## src/hw/rtl/jsu_pkg.sv

```systemverilog
// Shared types, constants and helpers for the JSON string unescaper.
package jsu_pkg;

	// Depth of the group queue between front and back
	localparam int unsigned QUEUE_DEPTH = 4;

	// Escape letters and the bytes they stand for
	localparam logic [7:0] CH_QUOTE     = 8'h22;
	localparam logic [7:0] CH_BACKSLASH = 8'h5C;
	localparam logic [7:0] CH_SLASH     = 8'h2F;
	localparam logic [7:0] CH_B         = 8'h62;
	localparam logic [7:0] CH_F         = 8'h66;
	localparam logic [7:0] CH_N         = 8'h6E;
	localparam logic [7:0] CH_R         = 8'h72;
	localparam logic [7:0] CH_T         = 8'h74;
	localparam logic [7:0] CH_U         = 8'h75;

	localparam logic [7:0] CTL_BS = 8'h08;
	localparam logic [7:0] CTL_FF = 8'h0C;
	localparam logic [7:0] CTL_LF = 8'h0A;
	localparam logic [7:0] CTL_CR = 8'h0D;
	localparam logic [7:0] CTL_HT = 8'h09;

	// UTF-8 lead and continuation marks, range limits
	localparam logic [7:0]  UTF_LEAD2 = 8'hC0;
	localparam logic [7:0]  UTF_LEAD3 = 8'hE0;
	localparam logic [7:0]  UTF_CONT  = 8'h80;
	localparam logic [15:0] LIM_ONE   = 16'h0080;
	localparam logic [15:0] LIM_TWO   = 16'h0800;

	// Group of up to three output bytes made by one input byte
	typedef struct packed {
		logic [7:0] b0;
		logic [7:0] b1;
		logic [7:0] b2;
		logic [1:0] cnt;   // 1..3 bytes valid
	} jsu_grp_t;

	// Hex digit to nibble; anything else gives zero
	function automatic logic [3:0] hex_nibble(input logic [7:0] c);
		logic [3:0] n;
		n = 4'd0;
		if (c >= 8'h30 && c <= 8'h39) n = c[3:0];
		else if ((c >= 8'h61 && c <= 8'h66) || (c >= 8'h41 && c <= 8'h46))
			n = c[3:0] + 4'd9;
		return n;
	endfunction

endpackage

```

## src/hw/rtl/jsu_front.sv

```systemverilog
// Front end: escape state machine that turns text bytes into groups of output bytes.
module jsu_front (
	input  logic             clk,
	input  logic             arst_n,
	input  logic             in_valid,
	input  logic [7:0]       text_byte,
	output logic             in_stall,
	input  logic             q_full,
	output logic             push,
	output jsu_pkg::jsu_grp_t grp
);

	typedef enum logic [2:0] {
		PH_PLAIN = 3'd0,
		PH_ESC   = 3'd1,
		PH_HEX0  = 3'd2,
		PH_HEX1  = 3'd3,
		PH_HEX2  = 3'd4,
		PH_HEX3  = 3'd5
	} phase_t;

	phase_t      phase_q, phase_d;
	logic [15:0] acc_q, acc_d;
	logic        accept;

	assign in_stall = q_full;
	assign accept   = in_valid && !q_full;

	// Classify the byte against the current phase
	always_comb begin
		phase_d = phase_q;
		acc_d   = acc_q;
		grp     = '0;
		unique case (phase_q)
			PH_ESC: begin
				phase_d = PH_PLAIN;
				unique case (text_byte)
					jsu_pkg::CH_QUOTE, jsu_pkg::CH_BACKSLASH, jsu_pkg::CH_SLASH: begin
						grp.b0  = text_byte;
						grp.cnt = 2'd1;
					end
					jsu_pkg::CH_B: begin grp.b0 = jsu_pkg::CTL_BS; grp.cnt = 2'd1; end
					jsu_pkg::CH_F: begin grp.b0 = jsu_pkg::CTL_FF; grp.cnt = 2'd1; end
					jsu_pkg::CH_N: begin grp.b0 = jsu_pkg::CTL_LF; grp.cnt = 2'd1; end
					jsu_pkg::CH_R: begin grp.b0 = jsu_pkg::CTL_CR; grp.cnt = 2'd1; end
					jsu_pkg::CH_T: begin grp.b0 = jsu_pkg::CTL_HT; grp.cnt = 2'd1; end
					jsu_pkg::CH_U: begin
						acc_d   = '0;
						phase_d = PH_HEX0;
					end
					default: ;  // unknown escape: dropped
				endcase
			end
			PH_HEX0: begin
				acc_d   = {acc_q[11:0], jsu_pkg::hex_nibble(text_byte)};
				phase_d = PH_HEX1;
			end
			PH_HEX1: begin
				acc_d   = {acc_q[11:0], jsu_pkg::hex_nibble(text_byte)};
				phase_d = PH_HEX2;
			end
			PH_HEX2: begin
				acc_d   = {acc_q[11:0], jsu_pkg::hex_nibble(text_byte)};
				phase_d = PH_HEX3;
			end
			PH_HEX3: begin
				// last digit: encode the code point as UTF-8
				acc_d   = {acc_q[11:0], jsu_pkg::hex_nibble(text_byte)};
				phase_d = PH_PLAIN;
				if (acc_d < jsu_pkg::LIM_ONE) begin
					grp.b0  = acc_d[7:0];
					grp.cnt = 2'd1;
				end else if (acc_d < jsu_pkg::LIM_TWO) begin
					grp.b0  = jsu_pkg::UTF_LEAD2 | {3'b000, acc_d[10:6]};
					grp.b1  = jsu_pkg::UTF_CONT | {2'b00, acc_d[5:0]};
					grp.cnt = 2'd2;
				end else begin
					grp.b0  = jsu_pkg::UTF_LEAD3 | {4'b0000, acc_d[15:12]};
					grp.b1  = jsu_pkg::UTF_CONT | {2'b00, acc_d[11:6]};
					grp.b2  = jsu_pkg::UTF_CONT | {2'b00, acc_d[5:0]};
					grp.cnt = 2'd3;
				end
			end
			default: begin
				// plain text
				phase_d = PH_PLAIN;
				if (text_byte == jsu_pkg::CH_BACKSLASH) begin
					phase_d = PH_ESC;
				end else begin
					grp.b0  = text_byte;
					grp.cnt = 2'd1;
				end
			end
		endcase
	end

	assign push = accept && (grp.cnt != 2'd0);

	// Phase and code accumulator
	always_ff @(posedge clk or negedge arst_n) begin
		if (!arst_n) begin
			phase_q <= PH_PLAIN;
			acc_q   <= '0;
		end else if (accept) begin
			phase_q <= phase_d;
			acc_q   <= acc_d;
		end
	end

endmodule

```

## src/hw/rtl/jsu_fifo.sv

```systemverilog
// Short queue of byte groups between front and back.
module jsu_fifo #(
	parameter int unsigned DEPTH = jsu_pkg::QUEUE_DEPTH
) (
	input  logic              clk,
	input  logic              arst_n,
	input  logic              push,
	input  jsu_pkg::jsu_grp_t wr_grp,
	input  logic              pop,
	output jsu_pkg::jsu_grp_t head,
	output logic              empty,
	output logic              full
);

	localparam int unsigned PW = (DEPTH > 1) ? $clog2(DEPTH) : 1;
	localparam int unsigned CW = $clog2(DEPTH + 1);

	jsu_pkg::jsu_grp_t mem_q [DEPTH];
	logic [PW-1:0]     wr_ptr_q, rd_ptr_q;
	logic [CW-1:0]     count_q;

	assign empty = (count_q == '0);
	assign full  = (count_q == CW'(DEPTH));
	assign head  = mem_q[rd_ptr_q];

	// Storage
	always_ff @(posedge clk) begin
		if (push) mem_q[wr_ptr_q] <= wr_grp;
	end

	// Pointers and fill count
	always_ff @(posedge clk or negedge arst_n) begin
		if (!arst_n) begin
			wr_ptr_q <= '0;
			rd_ptr_q <= '0;
			count_q  <= '0;
		end else begin
			if (push)
				wr_ptr_q <= (wr_ptr_q == PW'(DEPTH - 1)) ? '0 : wr_ptr_q + 1'b1;
			if (pop)
				rd_ptr_q <= (rd_ptr_q == PW'(DEPTH - 1)) ? '0 : rd_ptr_q + 1'b1;
			if (push && !pop)      count_q <= count_q + 1'b1;
			else if (pop && !push) count_q <= count_q - 1'b1;
		end
	end

endmodule

```

## src/hw/rtl/jsu_back.sv

```systemverilog
// Back end: serialises queued groups into single bytes through an output register.
module jsu_back (
	input  logic              clk,
	input  logic              arst_n,
	input  jsu_pkg::jsu_grp_t head,
	input  logic              q_empty,
	output logic              pop,
	output logic              out_valid,
	input  logic              out_stall,
	output logic [7:0]        out_byte,
	output logic              run_last
);

	logic [1:0] idx_q;
	logic       out_valid_q;
	logic [7:0] out_byte_q;
	logic       run_last_q;
	logic       adv;
	logic       last;
	logic [7:0] sel_byte;

	assign adv  = !out_valid_q || !out_stall;
	assign last = (idx_q == head.cnt - 2'd1);
	assign pop  = adv && !q_empty && last;

	// Pick the current byte of the head group
	always_comb begin
		unique case (idx_q)
			2'd0:    sel_byte = head.b0;
			2'd1:    sel_byte = head.b1;
			default: sel_byte = head.b2;
		endcase
	end

	// Output register and byte index
	always_ff @(posedge clk or negedge arst_n) begin
		if (!arst_n) begin
			idx_q       <= '0;
			out_valid_q <= 1'b0;
			run_last_q  <= 1'b0;
			out_byte_q  <= '0;
		end else if (adv) begin
			if (!q_empty) begin
				out_valid_q <= 1'b1;
				out_byte_q  <= sel_byte;
				run_last_q  <= last;
				idx_q       <= last ? 2'd0 : idx_q + 2'd1;
			end else begin
				out_valid_q <= 1'b0;
			end
		end
	end

	assign out_valid = out_valid_q;
	assign out_byte  = out_byte_q;
	assign run_last  = run_last_q;

endmodule

```

## src/hw/rtl/json_string_unescape_to_utf8_top.sv

```systemverilog
// Output bytes pass through the group queue and then the single output register.
// Throughput: one input byte per cycle while the queue has room, one output byte per
//   cycle unless stalled; a multi-byte u escape's two or three bytes leave back to back.
// The group queue (QUEUE_DEPTH entries) lets input continue while output is stalled.
// Reset (arst_n low, asynchronous) returns to plain text, clears the code and empties
//   the queue and output register.
module json_string_unescape_to_utf8_top #(
	parameter int unsigned QUEUE_DEPTH = jsu_pkg::QUEUE_DEPTH
) (
	input  logic       clk,
	input  logic       arst_n,
	input  logic       in_valid,
	output logic       in_stall,
	input  logic [7:0] text_byte,
	output logic       out_valid,
	input  logic       out_stall,
	output logic [7:0] out_byte,
	output logic       run_last
);

	jsu_pkg::jsu_grp_t grp, head;
	logic              push, pop, q_empty, q_full;

	jsu_front u_front (
		.clk       (clk),
		.arst_n    (arst_n),
		.in_valid  (in_valid),
		.text_byte (text_byte),
		.in_stall  (in_stall),
		.q_full    (q_full),
		.push      (push),
		.grp       (grp)
	);

	jsu_fifo #(
		.DEPTH (QUEUE_DEPTH)
	) u_fifo (
		.clk    (clk),
		.arst_n (arst_n),
		.push   (push),
		.wr_grp (grp),
		.pop    (pop),
		.head   (head),
		.empty  (q_empty),
		.full   (q_full)
	);

	jsu_back u_back (
		.clk       (clk),
		.arst_n    (arst_n),
		.head      (head),
		.q_empty   (q_empty),
		.pop       (pop),
		.out_valid (out_valid),
		.out_stall (out_stall),
		.out_byte  (out_byte),
		.run_last  (run_last)
	);

endmodule

```

## config.mk

```make
export PLATFORM = sky130hd
export DESIGN_NAME = json_string_unescape_to_utf8_top
export DESIGN_NICKNAME = d
export VERILOG_FILES = /design/src/hw/rtl/jsu_pkg.sv /design/src/hw/rtl/jsu_front.sv /design/src/hw/rtl/jsu_fifo.sv /design/src/hw/rtl/jsu_back.sv /design/src/hw/rtl/json_string_unescape_to_utf8_top.sv
export SDC_FILE = /design/constraint.sdc
export NUM_CORES = 1
export LEC_CHECK = 0
export BUFFER_PORTS_ARGS = -buffer_cell sky130_fd_sc_hd__clkbuf_2
export CORE_UTILIZATION = 55
export DETAILED_ROUTE_END_ITERATION = 10
export PLACE_DENSITY = 0.7
export SYNTH_ARGS = -nofsm -noshare
export SYNTH_HDL_FRONTEND = slang
export SYNTH_SLANG_ARGS = --single-unit
export TNS_END_PERCENT = 20
```

## constraint.sdc

```tcl
create_clock -name clk -period 3.7 [get_ports clk]
set_input_delay 0.37 -clock clk [delete_from_list [all_inputs] [get_ports clk]]
set_output_delay 0.37 -clock clk [all_outputs]
set_load 0.1 [all_outputs]
```

**Word level (Yosys, flattened, before mapping)**

Memory sizes are Yosys's and may differ from the RTL's.
Index checks and enable logic that the tools add are counted.

- Muxes and demuxes: 30
- Reductions and logical operators: 27
- $add $sub $neg: 7
- Bitwise gates (word level): 1
- Order comparisons: 8
- Equal/unequal tests: 20

Operator list:

| kind | count |
|---|---|
| $eq A8 B7 Y1 const B | 7 |
| $pmux W8 S6 | 1 |
| $pmux W12 S3 | 1 |
| $mux W16 | 2 |
| $mux W8 | 3 |
| $pmux W8 S3 | 1 |
| $eq A8 B6 Y1 const B | 2 |
| $ge A8 B7 Y1 const B | 2 |
| $le A8 B7 Y1 const B | 2 |
| $lt A16 B12 Y1 const B | 1 |
| $lt A16 B8 Y1 const B | 1 |
| $pmux W8 S2 | 1 |
| $pmux W3 S5 | 1 |
| $mux W14 | 1 |
| $mux W12 | 1 |
| $mux W4 | 3 |
| $mux W2 | 5 |
| $eq A3 B3 Y1 const B | 3 |
| $logic_and A1 B1 Y1 | 9 |
| $ge A8 B6 Y1 const B | 1 |
| $le A8 B6 Y1 const B | 1 |
| $reduce_or A8 Y1 | 1 |
| $mux W1 | 7 |
| $add A2 B1 Y2 const B | 3 |
| 22 further kinds | 33 |

- Memories: 1
- RAM bits: 104
- Register bits after elaboration: 34
- Output and inout bits: 11
- Input port bits: 12
- Logic and storage cells: 103

Memories:

| name | depth | width | rd ports | clocked after memory_dff | write ports | line | source |
|---|---|---|---|---|---|---|---|
| u_fifo.mem_q | 4 | 26 | 1 | 0 | 1 | jsu_fifo.sv:18 | `jsu_pkg::jsu_grp_t mem_q [DEPTH];` |

**Depth between registers and ports, before layout**

Gate-level depths: netlist of the first run.

- Word-level depth: 16
- Depth in mapped cells: 15
- Gate-level depth less buffers: 14

**Hierarchy**

A second synthesis of the first run with hierarchy kept.

- Cells, all modules: 463
- Area total of the unflattened synthesis: 6467.5 µm²

Modules (own cells, without submodules):

| module | times used | area each (µm²) | sequential area each (µm²) | cells each |
|---|---|---|---|---|
| jsu_fifo | 1 | 4217.8 | 3298.2 | 173 |
| jsu_front | 1 | 1570.3 | 375.4 | 217 |
| jsu_back | 1 | 679.4 | 300.3 | 73 |

**Worst setup path before layout of the first run**

Ideal clock, no wire load.

- Kind: register -> register
- Start point: reg u_fifo.count_q[0]
- End point: reg u_fifo.count_q[1]
- Setup time: 0.125 ns
- Path slack: -1.031 ns
- Period minus slack after synthesis: 4.731 ns
- Arrival: 4.607 ns
- Cell stages (with the launch flop): 11
- Required time: 3.575 ns
- Buffers on the path: 0
- Cell sequence: dfrtp_1 -> nor3b_1 -> nor2b_1 -> o21ai_0 -> o21ai_1 -> nor2_2 -> inv_1 -> ha_1 -> inv_1 -> fa_1 -> mux2_2

- Cells in the longest elaborated chain, start to end: 7
- Elaborated cells between the ends (all ways): 17
- Classes of those cells: add/sub (2); eq/ne (1); mux (2); reduce/logical (12)

Ends and longest elaborated chain:

| what | line | source |
|---|---|---|
| start, declared | jsu_fifo.sv:20 | `logic [CW-1:0] count_q;` |
| start signal, assigned | jsu_fifo.sv:42 | `if (push && !pop) count_q <= count_q + 1'b1;` |
| start signal, assigned | jsu_fifo.sv:43 | `else if (pop && !push) count_q <= count_q - 1'b1;` |
| $eq A3 B3 Y1 (*) | jsu_fifo.sv:23 | `assign full = (count_q == CW'(DEPTH));` |
| via in_stall | json_string_unescape_to_utf8_top.sv:13 | `output logic in_stall,` |
| $logic_not A1 Y1 (*) | jsu_front.sv:27 | `assign accept = in_valid && !q_full;` |
| $logic_and A1 B1 Y1 (*) | jsu_front.sv:27 |  |
| $logic_and A1 B1 Y1 (*) | jsu_front.sv:97 | `assign push = accept && (grp.cnt != 2'd0);` |
| via push | json_string_unescape_to_utf8_top.sv:22 | `logic push, pop, q_empty, q_full;` |
| $logic_not A1 Y1 | jsu_fifo.sv:43 |  |
| $logic_and A1 B1 Y1 | jsu_fifo.sv:43 |  |
| $reduce_bool A2 Y1 (no source line) | n/a |  |

The timed path passes the listed nets; every way through them passes the cells marked *. The select of a mux whose other input is x is not followed.
A chain may end at the register's enable or synchronous reset.

**Worst setup path in the final report of the first run**

- Start point: reg u_front.acc_q[10]
- End point: reg u_fifo.count_q[1]

- Cells in the longest elaborated chain, start to end: 9
- Elaborated cells between the ends (all ways): 12
- Classes of those cells: order compare (2); mux (4); reduce/logical (6)

Ends and longest elaborated chain:

| what | line | source |
|---|---|---|
| start, declared | jsu_front.sv:23 | `logic [15:0] acc_q, acc_d;` |
| start signal, assigned | jsu_front.sv:103 | `acc_q <= '0;` |
| start signal, assigned | jsu_front.sv:106 | `acc_q <= acc_d;` |
| $lt A16 B12 Y1 | jsu_front.sv:73 | `end else if (acc_d < jsu_pkg::LIM_TWO) begin` |
| $mux W1 | jsu_front.sv:73 |  |
| $mux W2 (*) | jsu_front.sv:70 | `if (acc_d < jsu_pkg::LIM_ONE) begin` |
| $pmux W2 S3 (*) | jsu_front.sv:34 | `unique case (phase_q)` |
| $reduce_bool A2 Y1 (*) | jsu_front.sv:97 |  |
| $logic_and A1 B1 Y1 (*) | jsu_front.sv:97 |  |
| via push | json_string_unescape_to_utf8_top.sv:22 |  |
| $logic_not A1 Y1 | jsu_fifo.sv:43 |  |
| $logic_and A1 B1 Y1 | jsu_fifo.sv:43 |  |
| $reduce_bool A2 Y1 (no source line) | n/a |  |

The timed path passes the listed nets; every way through them passes the cells marked *.

==> results of run 1 <==
-- registers in the layout, summed over array words and instances, names as in the netlist --
register,count
u_front.acc_q,12
u_fifo.wr_ptr_q,2
u_back.out_byte,8
u_back.run_last,1
u_fifo.mem_q,96
u_back.out_valid,1
u_back.idx_q,2
u_fifo.count_q,3
u_front.phase_q,3
u_fifo.rd_ptr_q,2
-- through the flow --
stage | std cells | total power [mW] | setup WS, ns
floorplan | 415 | 4.18 | 0.147
global placement | 563 | 4.69 | 0.726
detailed placement | 563 | 4.76 | 0.648
CTS | 596 | 6.23 | 0.660
global route | 596 | 6.53 | 0.390
finish | 596 | 6.18 | 0.674
-- area by class of cell --
| cell class | instances | area share |
|---|---|---|
| Timing Repair Buffer | 31 | 0.0267 |
| Tap cell | 136 | 0.0252 |
| Multi-Input combinational cell | 254 | 0.311 |
| Clock inverter | 12 | 0.0135 |
| Clock buffer | 20 | 0.0630 |
| Sequential cell | 130 | 0.553 |
| Inverter | 13 | 0.00723 |
-- path summary, 6_finish.rpt --
| check | from | end | slack (ns) |
|---|---|---|---|
| min | out_stall | u_back.out_valid | 0.08 |
| max | u_front.acc_q[10] | u_fifo.count_q[1] | 0.67 |
| max in group asynchronous | arst_n | u_front.acc_q[6] | 2.62 |
| min reg2reg | u_back.out_byte[1] | u_back.out_byte[1] | 0.48 |
| max reg2reg | u_front.acc_q[10] | u_fifo.count_q[1] | 0.67 |
| min in group asynchronous | arst_n | u_back.out_byte[7] | 0.51 |
-- what timing repair did --
action                    in CTS  in global routing
setup buffers                  0                  0
resized for setup              0                  0
hold buffers                   1                  0
hold endpoints to repair      34                  0
-- where the power goes --
group          leakage, nW  internal (mW)  switching, mW  total (mW)
Clock                0.255          0.878          0.584        1.46
Combinational        0.941          0.890           1.52        2.41
Sequential            1.33           2.06          0.254        2.31
Total                 2.52           3.82           2.36        6.18
-- placed cells by master (no fill, tap or decap), types with 16 or more instances in the layout --
master,n
nor2b_1,17
nand2_1,30
clkbuf_16,16
mux4_2,24
edfxtp_1,96
clkbuf_2,22
nor2_1,22
dfrtp_1,34
o21ai_0,25
-- worst register-to-register path, cell delays in order (launching register included) --
cell and delay (ns):
dfrtp_1 0.42, nor4_4 0.39, nand2_2 0.15, nand2_2 0.11
inv_2 0.09, a211oi_1 0.30, o21ai_1 0.13, nor2_2 0.26
inv_1 0.08, ha_1 0.23, inv_1 0.08, fa_1 0.39
mux2_2 0.27
-- routing by layer --
layer	up-vias	track usage	routed length [um]
met5	-	0	0
met4	0	0.0833	165
met3	15	0.0497	499
met2	100	0.364	5690
met1	1801	0.310	5310
li1	1660	-	-
-- kinds of logic after synthesis --
kind of cell / after synthesis
flip-flops: 130
AND/OR/NAND/NOR: 115
AO/OA/AOI/OAI: 91
buffers and inverters: 31
multiplexers: 29
adder cells (fa/ha/maj): 14
XOR/XNOR: 5
==> impl_metrics.csv, run 1 <==
group,metric,value,unit
global_route,grt_pass1_wl,18700,um
setup_path,cpLargestDelayFamily,"simple AND/OR/NAND/NOR gates",
yosys,syn_nets,441,
floorplanning,dieArea,11300,um2
yosys,ys.flop_type,"edfxtp_1",
placed_design,dp_hpwl,7660,um
yosys,synth-seq-cells,130,
final_layout,area_growth,13.3,%
routing,drt-wirelength-per-cell,19.6,um
yosys,synth_xor_area_frac,0.00861,
timing,worst_hold_slack,0.0776,ns
routing,vias,3576,
clock_network,path_clk_slew,0.06,ns
yosys,synth-simple-area-share,0.105,
timing,period_share,0.818,
yosys,yosysUniqueCellTypes,61,
timing,skew,0.00836,ns
floorplanning,core_area,10400,um2
setup_path,cp_num_buf_inv,3,
yosys,yosys.area_share.adder,0.0307,
setup_path,path_class,"reg2reg",
power_and_ir_drop,leakagePower,2.52,nW
power_and_ir_drop,p_per_area,917,nW/um2
yosys,yosysSeqAreaShare,0.627,
yosys,synth_top_family_by_area,"simple AND/OR/NAND/NOR gates",
yosys,yosys-top-cells-count,"edfxtp_1 (96), dfrtp_1 (34), nand2_1 (30)",
routing,drtPass1Iterations,5,
setup_path,path_depth,12,
setup_path,worstPathRequired,4.11,ns
global_route,grt_overflow,0,
floorplanning,die_x,106,um
clock_network,cts_tree,"yes",
timing,timing.final.max_slew_violations,0,
final_layout,utilization,0.648,
yosys,synth-edff-count,96,
setup_path,cpPeakStageDelay,0.42,ns
timing,max_freq,330,MHz
setup_path,worst-path-max-fanout,14,
final_layout,seqCellArea,3730,um2
setup_path,reg2reg_depth,12,
yosys,synth_area_leader_cell,"edfxtp_1",
routing,drc,0,
run,cap_violations,0,
yosys,avgSynthCellArea,14.4,um2
timing,rsz0062_at_grt,"false",
yosys,synth_mux_area_frac,0.101,
min_path,hold_path_depth,3,
yosys,ys_top_cells_by_area,"edfxtp_1 (48%), dfrtp_1 (14%), mux4_2 (9.1%)",
timing,min_period,3.03,ns
timing,setup-violations-final,0,
floorplanning,rows,37,
placed_design,globalplace.congestion,0.912,
clock_network,clockBufferDepth,2,
clock_network,ctsRootBufferMaster,"clkbuf_8",
yosys,postSynthCellCount,415,
setup_path,crit_slowest_cell,"dfrtp_1",
setup_path,crit_chain,"nor4_4 > nand2_2 > nand2_2 > inv_2 > a211oi_1 > o21ai_1 > nor2_2 > inv_1 > ha_1 > inv_1 > fa_1 > mux2_2",
setup_path,arrival,3.43,ns
clock_network,clk-insertion-delay-late,0.52,ns
yosys,yosysWarningCount,0,
yosys,async_flop_share,0.262,
yosys,yosysTopAreaCellShare,0.484,
floorplanning,initial_core_util,0.572,
clock_network,clkSinkCount,130,
timing,hold_viol,0,
routing,drt_iter0_drc,301,
routing,totalWireLength,11700,um
final_layout,num-fill-cells,752,
clock_network,h-tree-depth,4,
min_path,min_path_type,"in2reg",
final_layout,nNetsFinal,473,
final_layout,final_cell_area,6750,um2
setup_path,start_kind,"flop",
final_layout,n_antenna_cell,0,
power_and_ir_drop,vdd_drop_max,0.511,mV
floorplanning,die_height,106,um
clock_network,cts_buffers,17,
routing,postRouteAntennaNets,0,
floorplanning,io_pins,23,
final_layout,drive_gt1_frac,0.217,
placed_design,placed_cell_area,6220,um2
timing,worst_slew_pin_slew,0.969,ns
global_route,grt_usage,0.228,
global_route,antenna_found_initial,0,
global_route,grt_max_degree,35,
setup_path,endpoint_kind,"flop",
yosys,synth.most_common_cell,"edfxtp_1",
timing,relSlewSlack,0.351,
yosys,syn-cell-area,5960,um2
routing,avgViaCountPerCell,6.00,
placed_design,port_buffers,22,
final_layout,multi_input_area,2100,um2
yosys,synth_compound_area_frac,0.105,
global_route,grt_pass1_vias,3596,
timing,tns,0,ns
outcome,status,"completed",
Power figures use the tool's default switching activity.
==> inputs of run 2 (changes only) <==
--- a/config.mk
+++ b/config.mk
@@ -8,7 +8,7 @@
 export BUFFER_PORTS_ARGS = -buffer_cell sky130_fd_sc_hd__clkbuf_2
 export CORE_UTILIZATION = 55
 export DETAILED_ROUTE_END_ITERATION = 10
-export PLACE_DENSITY = 0.7
+export PLACE_DENSITY = 0.73
 export SYNTH_ARGS = -nofsm -noshare
 export SYNTH_HDL_FRONTEND = slang
 export SYNTH_SLANG_ARGS = --single-unit
==> constraint.sdc (replaced) <==
create_clock -name clk -period 2.6 [get_ports clk]
set_input_delay 0.26 -clock clk [delete_from_list [all_inputs] [get_ports clk]]
set_output_delay 0.26 -clock clk [all_outputs]
set_load 0.1 [all_outputs]
==> run 2 against run 1 <==
  * The flow now finishes with violations (setup timing)
  * Cell count rose by 8.2%
  * Hold slack improved by 0.020 ns
  * Setup slack lost 0.68 ns
  * Clock skew is 0.00057 ns higher
  * First-iteration DRC count rose by 5.0%
  * Combinational power rose by 76%
  * Global-route usage is 4.2 points higher
  * Critical path depth fell by 2
  * Critical path type unchanged
  * Highest routed layer unchanged
==> impl_metrics.csv, run 2 (synthesis results as in run 1) <==
group,metric,value,unit
outcome,status,"finished, violations left",
outcome,violations,"setup timing",
final_layout,stdcell_count,645,
setup_path,start_kind,"flop",
min_path,min_path_type,"in2reg",
floorplanning,core_area,10400,um2
final_layout,layout_commonest_cell,"edfxtp_1",
timing,hold_viol,0,
clock_network,clockBufferDepth,2,
floorplanning,rows,37,
routing,drtPass1Iterations,5,
power_and_ir_drop,leakagePower,2.84,nW
setup_path,path_class,"reg2reg",
timing,min_period,2.61,ns
final_layout,n_antenna_cell,0,
final_layout,area_growth,23.4,%
clock_network,cts_tree,"yes",
routing,totalWireLength,13800,um
global_route,grt_overflow,0,
floorplanning,io_pins,23,
power_and_ir_drop,p_per_area,1370,nW/um2
floorplanning,initial_core_util,0.572,
setup_path,worstPathRequired,2.99,ns
clock_network,h-tree-depth,4,
setup_path,worst-path-max-fanout,3,
final_layout,num-fill-cells,686,
final_layout,drive_gt1_frac,0.314,
routing,postRouteAntennaNets,0,
timing,timing.final.max_slew_violations,0,
final_layout,final_cell_mix,"edfxtp_1 (96), buf_4 (52), dfrtp_1 (32), nand2_1 (30), o21ai_0 (25)",
global_route,grt_pass1_wl,21900,um
timing,max_freq,384,MHz
clock_network,cts_buffers,17,
timing,tns,-0.00722,ns
floorplanning,die_height,106,um
routing,vias,3981,
timing,period_share,1.00,
clock_network,clk-insertion-delay-late,0.51,ns
routing,avgViaCountPerCell,6.17,
global_route,grt_usage,0.269,
setup_path,endpoint_kind,"flop",
timing,skew,0.00893,ns
placed_design,port_buffers,22,
global_route,grt_max_degree,35,
global_route,grt_pass1_vias,4123,
final_layout,utilization,0.706,
floorplanning,dieArea,11300,um2
run,cap_violations,0,
clock_network,clkSinkCount,130,
floorplanning,die_x,106,um
placed_design,dp_cells,607,
setup_path,arrival,3.00,ns
final_layout,largest-register,"u_fifo.mem_q",
placed_design,globalplace.congestion,0.902,
routing,drt_iter0_drc,316,
placed_design,dp_worst_setup_slack,-0.0926,ns
routing,drc,0,
clock_network,path_clk_slew,0.06,ns
timing,worst_slew_pin_slew,0.960,ns
timing,relSlewSlack,0.357,
timing,rsz0062_at_grt,"true",
power_and_ir_drop,total_power,10.0,mW
final_layout,nNetsFinal,522,
global_route,antenna_found_initial,0,
timing,setup-violations-final,1,
placed_design,dp_hpwl,8680,um
final_layout,largest_register_ffs,96,
clock_network,ctsRootBufferMaster,"clkbuf_8",
power_and_ir_drop,vdd_drop_max,0.959,mV
timing,worst_slack,-0.00722,ns
routing,drt-wirelength-per-cell,21.5,um
==> run 2: cell count changes in the layout (fill, tap and decap cells not counted), sizes merged <==
cell / previous run / this run
clkinvlp: 1 / 2
clkbuf: 42 / 43
clkinv: 9 / 4
inv: 14 / 13
bufinv: 1 / 5
buf: 8 / 56
dlygate4sd3: 1 / 2
==> run 2: routing by layer <==
| metal | vias up | wire length, um | track usage |
|---|---|---|---|
| li1 | 1756 | - | - |
| met1 | 1989 | 5440 | 0.331 |
| met2 | 202 | 7170 | 0.463 |
| met3 | 34 | 911 | 0.0656 |
| met4 | 0 | 325 | 0.101 |
| met5 | - | 0 | 0 |
==> run 2: worst max-delay path, cell delays in order, from the launching register on <==
cell and delay (ns):
dfrtp_1 0.39, mux4_2 0.54, xnor2_2 0.16, nor2_1 0.13
a22oi_2 0.11, nor2_2 0.14, inv_2 0.08, ha_4 0.17
inv_2 0.05, fa_2 0.43, mux2_2 0.28
==> run 2: stage by stage <==
step | hold slack, ns | instance area [um2]
floorplan | -0.0356 | 5980
global placement | 0.440 | 6620
CTS | 0.0694 | 7320
global route | 0.110 | 7350
detailed placement | 0.453 | 6620
finish | 0.0971 | 7350
==> run 2: where the power goes <==
group | switching [mW] | internal [mW] | leakage [nW] | total (mW)
Combinational | 2.51 | 1.73 | 1.21 | 4.24
Sequential | 0.307 | 2.93 | 1.32 | 3.24
Clock | 0.833 | 1.72 | 0.307 | 2.55
==> run 2: repair_timing <==
action / CTS / global route
setup buffers: 2 / 2
gates cloned: 0 / 0
gates resized for setup: 4 / 3
endpoints found under the setup margin: 2 / 2
endpoints found under the hold margin: 35 / 0
hold buffers: 2 / 0
pin swaps: 8 / 8
==> run 2: final cells by class <==
class	count	area [um2]	share of cell area
inverter	13	48.8	0.00664
timing repair buffer	80	601	0.0817
multi-input combinational	254	2150	0.293
clock buffer	21	459	0.0625
clock inverter	11	181	0.0247
sequential	130	3740	0.508
tap	136	170	0.0232
==> run 2: worst paths after layout <==
check                      slack (ns)  depth (start not counted)                 end                from
setup / recovery               -0.007                         10   u_fifo.count_q[1]  u_fifo.rd_ptr_q[0]
hold / removal                    0.1                          4  u_front.phase_q[1]            in_valid
max in group asynchronous        1.54                          2    u_front.acc_q[9]              arst_n
hold reg to reg                  0.48                          1     u_back.run_last     u_back.run_last
setup reg to reg               -0.007                         10   u_fifo.count_q[1]  u_fifo.rd_ptr_q[0]
min in group asynchronous        0.40                          2  u_back.out_byte[0]              arst_n
